## src/design/rlp_pkg.sv

```systemverilog
// Shared types and constants of the reflectance line position engine.
// Holds the item structs, the command, mode and register codes, and the sizing
// constants. It has no dependencies.
package rlp_pkg;

  localparam int MaxSensors      = 8;
  localparam int SampleBits      = 12;
  localparam int FullScale       = 1000;
  localparam int MinWindow       = 10;
  localparam int LostPerSensor   = 50;
  localparam int FilterOldWeight = 3;

  localparam int SensorBits = 3;
  localparam int CountBits  = 4;
  localparam int CalBits    = 10;
  localparam int PosBits    = 13;
  localparam int WsumBits   = 26;
  localparam int VsumBits   = 13;
  localparam int DivSteps   = WsumBits;
  localparam int DivCntBits = 5;
  localparam int CfgIdxBits = 4;
  localparam int CfgDataBits = 10;

  // Input item kinds. Any other code is handled as a calibrate item.
  localparam logic [1:0] KindCalibrate = 2'd0;
  localparam logic [1:0] KindMeasure   = 2'd1;
  localparam logic [1:0] KindReset     = 2'd2;

  // Read modes.
  localparam logic [1:0] ModeDark    = 2'd0;
  localparam logic [1:0] ModeLit     = 2'd1;
  localparam logic [1:0] ModeAmbient = 2'd2;

  // Configuration register indexes.
  localparam logic [CfgIdxBits-1:0] RegSensorCount   = 4'd0;
  localparam logic [CfgIdxBits-1:0] RegReadMode      = 4'd1;
  localparam logic [CfgIdxBits-1:0] RegLineColour    = 4'd2;
  localparam logic [CfgIdxBits-1:0] RegLineThreshold = 4'd3;

  typedef struct packed {
    logic [1:0]            kind;
    logic [SensorBits-1:0] sensor;
    logic [SampleBits-1:0] reading;
    logic [SampleBits-1:0] ambient;
    logic                  frame_end;
  } in_item_t;

  typedef struct packed {
    logic [SensorBits-1:0] sensor_out;
    logic [CalBits-1:0]    calibrated;
    logic [PosBits-1:0]    position;
    logic                  position_valid;
    logic                  line_lost;
    logic                  last;
  } out_item_t;

endpackage

```

## src/design/reflectance_line_position.sv

```systemverilog
// Top level of the reflectance line position engine: configuration registers,
// calibration windows, sample filter, sequencer and one shared serial divider.
// Depends on rlp_pkg.

// Calibrate and reset items are taken without leaving the idle state. A
// measure item on an active sensor is filtered, scaled, mapped onto its
// calibrated window by the serial restoring divider, weighted, accumulated
// and checked in that order; on another sensor it is only checked. On the
// item that closes a frame, the weighted average goes through the same
// divider once more unless the line is lost. The input stalls while
// an item is in progress; a finished result sits in the output register and
// the next item is taken while it waits.
module reflectance_line_position (
  input  logic                               clk_i,
  input  logic                               rst_ni,
  input  logic                               in_valid_i,
  output logic                               in_stall_o,
  input  rlp_pkg::in_item_t                  in_data_i,
  output logic                               out_valid_o,
  input  logic                               out_stall_i,
  output rlp_pkg::out_item_t                 out_data_o,
  input  logic                               cfg_valid_i,
  output logic                               cfg_ready_o,
  input  logic [rlp_pkg::CfgIdxBits-1:0]     cfg_index_i,
  input  logic [rlp_pkg::CfgDataBits-1:0]    cfg_data_i
);

  typedef enum logic [8:0] {
    S_IDLE = 9'b000000001,
    S_FILT = 9'b000000010,
    S_MUL  = 9'b000000100,
    S_DIV  = 9'b000001000,
    S_WGT  = 9'b000010000,
    S_ACC  = 9'b000100000,
    S_FEND = 9'b001000000,
    S_POS  = 9'b010000000,
    S_DONE = 9'b100000000
  } state_e;

  localparam int SB = rlp_pkg::SampleBits;

  // Configuration registers.
  logic [rlp_pkg::CountBits-1:0] sensor_count_q;
  logic [1:0]                    read_mode_q;
  logic                          line_colour_q;
  logic [rlp_pkg::CalBits-1:0]   line_threshold_q;

  // Per-sensor state.
  logic [SB-1:0] filter_q   [rlp_pkg::MaxSensors];
  logic [SB-1:0] lit_min_q  [rlp_pkg::MaxSensors];
  logic [SB-1:0] lit_max_q  [rlp_pkg::MaxSensors];
  logic [SB-1:0] dark_min_q [rlp_pkg::MaxSensors];
  logic [SB-1:0] dark_max_q [rlp_pkg::MaxSensors];

  state_e                        state_q;
  logic                          seeded_q;
  logic [rlp_pkg::WsumBits-1:0]  wsum_q;
  logic [rlp_pkg::VsumBits-1:0]  vsum_q;
  logic [rlp_pkg::PosBits-1:0]   prev_pos_q;
  logic                          out_valid_q;
  rlp_pkg::out_item_t            out_data_q;

  // Item context.
  logic [rlp_pkg::SensorBits-1:0] sensor_q;
  logic [SB-1:0]                  lit_q;
  logic                           fend_q;
  logic                           in_range_q;
  logic                           dark_sel_q;
  logic [rlp_pkg::PosBits-1:0]    sensor_pos_q;
  logic [SB-1:0]                  v_q;
  logic [SB-1:0]                  lo_q;
  logic [SB-1:0]                  hi_q;
  logic [rlp_pkg::CalBits-1:0]    cal_q;
  logic [rlp_pkg::CalBits-1:0]    wadd_q;
  logic [rlp_pkg::WsumBits-1:0]   prod_q;
  logic [rlp_pkg::PosBits-1:0]    pos_q;
  logic                           lost_q;

  // Shared divider.
  logic [rlp_pkg::WsumBits-1:0]   div_dvd_q;
  logic [rlp_pkg::VsumBits-1:0]   div_dsr_q;
  logic [rlp_pkg::VsumBits-1:0]   div_rem_q;
  logic [rlp_pkg::DivCntBits-1:0] div_cnt_q;
  logic                           div_pos_q;

  logic                          in_fire;
  logic [rlp_pkg::CountBits-1:0] n_act;
  logic [1:0]                    mode;
  logic                          in_range;
  logic [SB-1:0]                 lit_in;
  logic [SB+1:0]                 filt_sum;
  logic [SB-1:0]                 v_new;
  logic [SB-1:0]                 diff;
  logic [rlp_pkg::VsumBits:0]    div_trial;
  logic                          div_ge;
  logic [rlp_pkg::VsumBits-1:0]  div_rem_next;
  logic                          window_ok;
  logic [rlp_pkg::CalBits-1:0]   cal_sel;
  logic [rlp_pkg::CalBits-1:0]   w_sel;
  logic                          w_pass;
  logic [rlp_pkg::PosBits-1:0]   lost_limit;
  logic [rlp_pkg::PosBits-1:0]   half_pos;
  logic [rlp_pkg::PosBits-1:0]   edge_pos;
  logic                          is_lost;
  logic                          out_free;

  assign cfg_ready_o = 1'b1;
  assign in_stall_o  = (state_q != S_IDLE);
  assign in_fire     = in_valid_i && !in_stall_o;
  assign out_valid_o = out_valid_q;
  assign out_data_o  = out_data_q;
  assign out_free    = !out_valid_q || !out_stall_i;

  assign n_act = ((sensor_count_q == '0) ||
                  (sensor_count_q > rlp_pkg::CountBits'(rlp_pkg::MaxSensors)))
                 ? rlp_pkg::CountBits'(rlp_pkg::MaxSensors) : sensor_count_q;
  // The spare mode code behaves as emitters off.
  assign mode = ((read_mode_q == rlp_pkg::ModeLit) || (read_mode_q == rlp_pkg::ModeAmbient))
                ? read_mode_q : rlp_pkg::ModeDark;
  assign in_range = ({1'b0, in_data_i.sensor} < n_act);
  assign lit_in = (mode != rlp_pkg::ModeAmbient) ? in_data_i.reading :
                  (in_data_i.reading > in_data_i.ambient) ?
                  (in_data_i.reading - in_data_i.ambient) : '0;

  // 3/4 low-pass filter; the first measured frame seeds it unfiltered.
  assign filt_sum = (SB+2)'(filter_q[sensor_q]) * (SB+2)'(rlp_pkg::FilterOldWeight)
                    + (SB+2)'(lit_q);
  assign v_new    = seeded_q ? filt_sum[SB+1:2] : lit_q;
  assign diff     = (v_q > lo_q) ? (v_q - lo_q) : '0;

  // One restoring step of the divider per cycle.
  assign div_trial    = {div_rem_q, div_dvd_q[rlp_pkg::WsumBits-1]};
  assign div_ge       = (div_trial >= {1'b0, div_dsr_q});
  assign div_rem_next = div_ge ? rlp_pkg::VsumBits'(div_trial - {1'b0, div_dsr_q})
                               : div_trial[rlp_pkg::VsumBits-1:0];

  assign window_ok = ({1'b0, hi_q} >= ((SB+1)'(lo_q) + (SB+1)'(rlp_pkg::MinWindow)));

  always_comb begin
    if (!window_ok || (v_q <= lo_q)) begin
      cal_sel = '0;
    end else if (v_q >= hi_q) begin
      cal_sel = rlp_pkg::CalBits'(rlp_pkg::FullScale);
    end else begin
      cal_sel = div_dvd_q[rlp_pkg::CalBits-1:0];
    end
  end

  assign w_sel  = line_colour_q ? (rlp_pkg::CalBits'(rlp_pkg::FullScale) - cal_sel) : cal_sel;
  assign w_pass = (w_sel > line_threshold_q);

  assign lost_limit = rlp_pkg::PosBits'(n_act) * rlp_pkg::PosBits'(rlp_pkg::LostPerSensor);
  assign half_pos   = rlp_pkg::PosBits'(n_act >> 1) * rlp_pkg::PosBits'(rlp_pkg::FullScale);
  assign edge_pos   = rlp_pkg::PosBits'(n_act - 4'd1) * rlp_pkg::PosBits'(rlp_pkg::FullScale);
  assign is_lost    = (vsum_q < lost_limit);

  // Configuration writes.
  always_ff @(posedge clk_i or negedge rst_ni) begin
    if (!rst_ni) begin
      sensor_count_q   <= rlp_pkg::CountBits'(rlp_pkg::MaxSensors);
      read_mode_q      <= rlp_pkg::ModeLit;
      line_colour_q    <= 1'b0;
      line_threshold_q <= '0;
    end else if (cfg_valid_i && cfg_ready_o) begin
      case (cfg_index_i)
        rlp_pkg::RegSensorCount:   sensor_count_q   <= cfg_data_i[rlp_pkg::CountBits-1:0];
        rlp_pkg::RegReadMode:      read_mode_q      <= cfg_data_i[1:0];
        rlp_pkg::RegLineColour:    line_colour_q    <= cfg_data_i[0];
        rlp_pkg::RegLineThreshold: line_threshold_q <= cfg_data_i;
        default: ;
      endcase
    end
  end

  // Calibration windows, updated in the cycle of the transfer.
  always_ff @(posedge clk_i or negedge rst_ni) begin
    if (!rst_ni) begin
      for (int i = 0; i < rlp_pkg::MaxSensors; i++) begin
        lit_min_q[i]  <= '1;
        lit_max_q[i]  <= '0;
        dark_min_q[i] <= '1;
        dark_max_q[i] <= '0;
      end
    end else if (in_fire) begin
      case (in_data_i.kind)
        rlp_pkg::KindReset: begin
          for (int i = 0; i < rlp_pkg::MaxSensors; i++) begin
            lit_min_q[i]  <= '1;
            lit_max_q[i]  <= '0;
            dark_min_q[i] <= '1;
            dark_max_q[i] <= '0;
          end
        end
        rlp_pkg::KindMeasure: ;
        default: begin
          if (in_range) begin
            if (mode == rlp_pkg::ModeDark) begin
              if (in_data_i.reading < dark_min_q[in_data_i.sensor])
                dark_min_q[in_data_i.sensor] <= in_data_i.reading;
              if (in_data_i.reading > dark_max_q[in_data_i.sensor])
                dark_max_q[in_data_i.sensor] <= in_data_i.reading;
            end else begin
              if (lit_in < lit_min_q[in_data_i.sensor])
                lit_min_q[in_data_i.sensor] <= lit_in;
              if (lit_in > lit_max_q[in_data_i.sensor])
                lit_max_q[in_data_i.sensor] <= lit_in;
            end
            // With ambient subtraction the dark set learns the ambient sample.
            if (mode == rlp_pkg::ModeAmbient) begin
              if (in_data_i.ambient < dark_min_q[in_data_i.sensor])
                dark_min_q[in_data_i.sensor] <= in_data_i.ambient;
              if (in_data_i.ambient > dark_max_q[in_data_i.sensor])
                dark_max_q[in_data_i.sensor] <= in_data_i.ambient;
            end
          end
        end
      endcase
    end
  end

  always_ff @(posedge clk_i or negedge rst_ni) begin
    if (!rst_ni) begin
      for (int i = 0; i < rlp_pkg::MaxSensors; i++) begin
        filter_q[i] <= '0;
      end
    end else if ((state_q == S_FILT) && in_range_q) begin
      filter_q[sensor_q] <= v_new;
    end
  end

  // Sequencer and frame accumulators.
  always_ff @(posedge clk_i or negedge rst_ni) begin
    if (!rst_ni) begin
      state_q     <= S_IDLE;
      seeded_q    <= 1'b0;
      wsum_q      <= '0;
      vsum_q      <= '0;
      prev_pos_q  <= rlp_pkg::PosBits'((rlp_pkg::MaxSensors - 1) * rlp_pkg::FullScale / 2);
      out_valid_q <= 1'b0;
      div_cnt_q   <= '0;
    end else begin
      if ((state_q == S_DONE) && out_free) begin
        out_valid_q <= 1'b1;
      end else if (out_valid_q && !out_stall_i) begin
        out_valid_q <= 1'b0;
      end
      case (state_q)
        S_IDLE: begin
          if (in_fire && (in_data_i.kind == rlp_pkg::KindMeasure)) begin
            state_q <= S_FILT;
          end
        end
        S_FILT: begin
          state_q <= in_range_q ? S_MUL : S_FEND;
        end
        S_MUL: begin
          div_cnt_q <= '0;
          state_q   <= S_DIV;
        end
        S_DIV: begin
          div_cnt_q <= div_cnt_q + rlp_pkg::DivCntBits'(1);
          if (div_cnt_q == rlp_pkg::DivCntBits'(rlp_pkg::DivSteps - 1)) begin
            state_q <= div_pos_q ? S_POS : S_WGT;
          end
        end
        S_WGT: begin
          state_q <= S_ACC;
        end
        S_ACC: begin
          wsum_q  <= wsum_q + prod_q;
          vsum_q  <= vsum_q + rlp_pkg::VsumBits'(wadd_q);
          state_q <= S_FEND;
        end
        S_FEND: begin
          if (!fend_q) begin
            state_q <= S_DONE;
          end else if (is_lost) begin
            wsum_q   <= '0;
            vsum_q   <= '0;
            seeded_q <= 1'b1;
            state_q  <= S_DONE;
          end else begin
            div_cnt_q <= '0;
            state_q   <= S_DIV;
          end
        end
        S_POS: begin
          prev_pos_q <= div_dvd_q[rlp_pkg::PosBits-1:0];
          wsum_q     <= '0;
          vsum_q     <= '0;
          seeded_q   <= 1'b1;
          state_q    <= S_DONE;
        end
        S_DONE: begin
          if (out_free) begin
            state_q <= S_IDLE;
          end
        end
        default: state_q <= S_IDLE;
      endcase
    end
  end

  // Datapath registers.
  always_ff @(posedge clk_i) begin
    case (state_q)
      S_IDLE: begin
        if (in_fire) begin
          sensor_q     <= in_data_i.sensor;
          lit_q        <= lit_in;
          fend_q       <= in_data_i.frame_end;
          in_range_q   <= in_range;
          dark_sel_q   <= (mode == rlp_pkg::ModeDark);
          sensor_pos_q <= rlp_pkg::PosBits'(in_data_i.sensor) *
                          rlp_pkg::PosBits'(rlp_pkg::FullScale);
        end
      end
      S_FILT: begin
        v_q   <= v_new;
        lo_q  <= dark_sel_q ? dark_min_q[sensor_q] : lit_min_q[sensor_q];
        hi_q  <= dark_sel_q ? dark_max_q[sensor_q] : lit_max_q[sensor_q];
        cal_q <= '0;
      end
      S_MUL: begin
        div_dvd_q <= rlp_pkg::WsumBits'(diff) * rlp_pkg::WsumBits'(rlp_pkg::FullScale);
        div_dsr_q <= rlp_pkg::VsumBits'(hi_q - lo_q);
        div_rem_q <= '0;
        div_pos_q <= 1'b0;
      end
      S_DIV: begin
        div_rem_q <= div_rem_next;
        div_dvd_q <= {div_dvd_q[rlp_pkg::WsumBits-2:0], div_ge};
      end
      S_WGT: begin
        cal_q <= cal_sel;
        if (w_pass) begin
          wadd_q <= w_sel;
          prod_q <= rlp_pkg::WsumBits'(w_sel) * rlp_pkg::WsumBits'(sensor_pos_q);
        end else begin
          wadd_q <= '0;
          prod_q <= '0;
        end
      end
      S_FEND: begin
        pos_q  <= '0;
        lost_q <= 1'b0;
        if (fend_q && is_lost) begin
          lost_q <= 1'b1;
          pos_q  <= (prev_pos_q < half_pos) ? '0 : edge_pos;
        end else if (fend_q) begin
          div_dvd_q <= wsum_q;
          div_dsr_q <= vsum_q;
          div_rem_q <= '0;
          div_pos_q <= 1'b1;
        end
      end
      S_POS: begin
        pos_q <= div_dvd_q[rlp_pkg::PosBits-1:0];
      end
      S_DONE: begin
        if (out_free) begin
          out_data_q.sensor_out     <= sensor_q;
          out_data_q.calibrated     <= cal_q;
          out_data_q.position       <= pos_q;
          out_data_q.position_valid <= fend_q;
          out_data_q.line_lost      <= lost_q;
          out_data_q.last           <= fend_q;
        end
      end
      default: ;
    endcase
  end

  // A result only appears after the sequencer has finished an item.
  a_result_from_done: assert property (@(posedge clk_i) disable iff (!rst_ni)
    $rose(out_valid_q) |-> $past(state_q == S_DONE))
    else $error("result raised outside the final step");

  a_lost_at_frame_end: assert property (@(posedge clk_i) disable iff (!rst_ni)
    (out_valid_o && out_data_o.line_lost) |-> (out_data_o.position_valid && out_data_o.last))
    else $error("lost line flagged on a result that does not close a frame");

  a_cal_in_scale: assert property (@(posedge clk_i) disable iff (!rst_ni)
    (state_q == S_ACC) |-> (cal_q <= rlp_pkg::CalBits'(rlp_pkg::FullScale)))
    else $error("calibrated value above full scale");

  a_div_bounded: assert property (@(posedge clk_i) disable iff (!rst_ni)
    (state_q == S_DIV) |-> (div_cnt_q < rlp_pkg::DivCntBits'(rlp_pkg::DivSteps)))
    else $error("divider step count overran");

endmodule

```

## config.mk

```make
export PLATFORM = sky130hd
export DESIGN_NAME = reflectance_line_position
export DESIGN_NICKNAME = d
export VERILOG_FILES = /design/src/design/rlp_pkg.sv /design/src/design/reflectance_line_position.sv
export SDC_FILE = /design/constraint.sdc
export NUM_CORES = 2
export LEC_CHECK = 0
export ABC_AREA = 1
export BUFFER_PORTS_ARGS = -buffer_cell sky130_fd_sc_hd__buf_4
export CAP_MARGIN = 5
export CORE_AREA = 2 2 265 372
export DETAILED_ROUTE_END_ITERATION = 7
export DIE_AREA = 0 0 267 374
export PLACE_DENSITY = 0.76
export SETUP_SLACK_MARGIN = 0.2
export SYNTH_ARGS = -nofsm -noshare
export SYNTH_HDL_FRONTEND = slang
export SYNTH_SLANG_ARGS = --single-unit
```

## constraint.sdc

```tcl
create_clock -name clk_i -period 13 [get_ports clk_i]
set_clock_uncertainty 0.15 [all_clocks]
set_input_delay 0.65 -clock clk_i [delete_from_list [all_inputs] [get_ports clk_i]]
set_output_delay 0.65 -clock clk_i [all_outputs]
set_load 0.05 [all_outputs]
```

==> metrics.csv <==
stage,metric,value,unit
timing,fmax,0.108,GHz
cts,CTS tree,yes,
worst_setup_path,Worst EP required,13410,ps
worst_setup_path,Reg2Reg Launch Point,lo_q[1]$_DFFE_PP_,
timing,RSZ-0062 raised after global routing,no,
route,DR top layer,met5,
route,Vias,57400,
route,M1 wire length,73400,um
synthesis,"top cells by area, synth","dfrtp_1 16%, nand2_1 11%, edfxtp_1 10%",
cts,hold buffers post-CTS,2,
timing,setup TNS,0,ps
placed_design,placed cells,8589,
route,WL/cell,25.0,um
pwr,Cell Int Power,8.75,mW
global_routing,initial antenna violation count,8,
timing,crit share post-route,71.5,%
synthesis,"Top FF cell, synth",dfrtp_1,
cts,Max clock buf depth,3,
worst_setup_path,CP most frequent cell,inv_1,
die,core area,96400,um^2
pwr,VDD IR max,0.000366,V
cts,clock sinks,756,
worst_setup_path,worst-path fanout max,13,
synthesis,sequential area share after synthesis,35.0,%
run_status,status,"finished, final reports clean",
cts,insertion delay to the later sink of the worst-skew pair,730,ps
synthesis,Synth Warn #,0,
route,DRC,0,
synthesis,cell taking the most area after synthesis,dfrtp_1,
die,die area,99900,um^2
global_routing,largest net degree at the start of global routing,158,
pwr,switching share of power,50.8,%
cts,htree depth,3,
cts,Clock transition at path regs,70,ps
timing,hold slack,25.7,ps
worst_setup_path,flop2flop setup slack,3710,ps
die,Die Ht,374,um
global_routing,GRT overflow,0,
cts,Root Buffer,clkbuf_16,
cells_and_area,Filler cells,8518,
worst_setup_path,CP bufs+invs,8,
synthesis,Synth Area per Inst,7.61,um^2
placed_design,Buffers on Ports,79,
worst_setup_path,Crit Path Class,reg -> reg,
synthesis,Post-synth top cells,"1713 x nand2_1, 759 x inv_1, 754 x o21ai_0, 610 x nand3_1, 510 x a21oi_1",
worst_setup_path,Crit path largest cell delay,590,ps
route,met2 wire length,97400,um
synthesis,"Net Count, Synth",8121,
timing,Final Hold Viols,0,
min_path,beginning of the worst hold path,out_stall_i,
worst_setup_path,CP endpoint kind,register,
synthesis,"count leader, synth",nand2_1,
worst_setup_path,Worst path slowest cell,nand3_1,
worst_setup_path,FF-to-FF End,prod_q[18]$_SDFFCE_PP0P_,
pwr,P_leak,28.9,nW
route,final wirelength,218000,um
timing,Setup-failing EPs final,0,
pwr,P_sw,9.04,mW
worst_setup_path,Startpoint Class,register,
min_path,HP Class,in -> reg,
die,Die W,267,um
cts,Post-CTS Resized,0,
pwr,PwrDens,289,nW/um^2
timing,slew margin rel.,14.5,%
pwr,Sequential Power Share,23.0,%
placed_design,detailed placement HPWL,142000,um
synthesis,Mapped Area,57600,um^2
pwr,Total Power,17.8,mW
cts,CTS buffer count,80,
route,Via density,6.56,
timing,Pins Over Slew Limit,0,
pwr,Clk network pwr share,14.0,%
route,1st-iter DRT viols,7324,
route,post-route ant nets,0,
global_routing,GRT Resource Usage Total,43.3,%
die,starting density of the core,59.7,%
cells_and_area,fin nets,7926,
synthesis,synth unique cells,78,
cts,postcts setup bufs,0,
timing,actual slew at the worst max-slew pin,1280,ps
pwr,Comb power frac,63.0,%
die,I/O pin total,81,
synthesis,Synth Instances,7569,
synthesis,"EDFF count, synth",197,
route,metal3 WL,25500,um
worst_setup_path,CP arrival,9700,ps
synthesis,"FFs w/ async S/R, synth",73.9,%
run,Max Cap Viol,0,
synthesis,Synth Register Bits,756,
global_routing,first-pass GRT wire length,328000,um
min_path,WHS Path Cells,3,
global_routing,vias in the first global route,54600,
cells_and_area,Area Overhead vs Synth,6.78,%
cells_and_area,final std cells w/o fill,8748,
cells_and_area,ratio of cells with drive above 1 in the final layout,8.84,%
timing,Tmin final,9290,ps
synthesis,Synth top area share,15.6,%
min_path,Hold Path End,out_valid_o$_DFFE_PN0P_,
worst_setup_path,"CP delay by family, top",adder cells,
placed_design,routability cong.,0.991,
worst_setup_path,R2R depth,43,
route,Pre-antenna DRT Iters,8,
die,Rows,135,
logic make-up after synthesis:
| kind of cell | synth area share (%) |
|---|---|
| AOI/OAI and AO/OA | 19.9 |
| xor gates and xnor gates | 1.37 |
| adders and majority gates | 12.7 |
| buffers and inverters | 8.75 |
| DFF | 35.0 |
| other | 0.00651 |
| and+or+nand+nor | 22.3 |
tightest hold or removal path: cells and delay by family:
kind          cells  cell delay [ps]
buf+inv           1               70
simple gates      2              110
area by class of cell:
class                   instances  area, um^2  area share, %
well taps                    1301        1630           2.65
repair buffers                189        1470           2.38
clock buffers                 112        2280           3.71
flip-flops and latches        756       20200           32.8
diodes                          7        17.5         0.0285
clock inverters                36         469          0.763
inverters                     794        3000           4.88
multi-input cells            5553       32500           52.8
power groups by stage:
stage               Clock (mW)  Combinational [mW]  Sequential, mW
floorplan                    0                7.84            3.93
global placement             0                10.7            4.08
detailed placement           0                10.9            4.11
CTS                       2.48                11.0            4.07
global route              2.57                12.4            4.17
finish                    2.48                11.2            4.09
flip-flops by register name (all words and copies together), names as in the netlist, 13 cells and up:
| name | flops |
|---|---|
| div_dsr_q | 13 |
| div_dvd_q | 26 |
| pos_q | 13 |
| lit_min_q | 96 |
| lit_max_q | 96 |
| dark_max_q | 96 |
| prod_q | 20 |
| out_data_o | 28 |
| dark_min_q | 96 |
| div_rem_q | 13 |
| wsum_q | 23 |
| vsum_q | 13 |
| filter_q | 96 |
routing by layer:
metal | vias to the layer above | global-route usage [%]
met5 | - | 0
met4 | 6 | 35.9
met3 | 1271 | 10.7
met2 | 3962 | 67.6
met1 | 26700 | 50.3
li1 | 25400 | -
cells in the final DEF, fill, tap and decap left out, types with 201 or more instances in the layout:
cell,instances
dfrtp_1,358
nand3_1,609
nor2_1,406
a21oi_1,510
dfstp_2,201
o211ai_1,209
nand2_1,1713
o21ai_0,753
inv_1,754
ha_1,365
how the worst max path moves through the flow:
| stage | startpoint | endpoint | slack, ps | cells after the start |
|---|---|---|---|---|
| 2_1_floorplan | lo_q[1]$_DFFE_PP_ | prod_q[18]$_SDFFCE_PP0P_ | 5070 | 45 |
| 3_3_place_gp | lo_q[1]$_DFFE_PP_ | prod_q[18]$_SDFFCE_PP0P_ | 3780 | 43 |
| 3_5_place_dp | lo_q[1]$_DFFE_PP_ | prod_q[18]$_SDFFCE_PP0P_ | 3680 | 43 |
| 4_1_cts | lo_q[1]$_DFFE_PP_ | prod_q[18]$_SDFFCE_PP0P_ | 3710 | 43 |
| 5_1_grt | lo_q[1]$_DFFE_PP_ | prod_q[18]$_SDFFCE_PP0P_ | 3020 | 43 |
| 6_report | lo_q[1]$_DFFE_PP_ | prod_q[18]$_SDFFCE_PP0P_ | 3710 | 43 |
metrics by stage:
step	setup WS, ps	cell area [um^2]	util, %
after floorplan	5070	57600	-
after global placement	3780	58700	60.9
after detailed placement	3680	58700	60.9
after CTS	3710	61500	63.7
after global routing	3020	61500	63.8
final	3710	61500	63.8
Note: power is estimated with default switching activity, not from simulation.
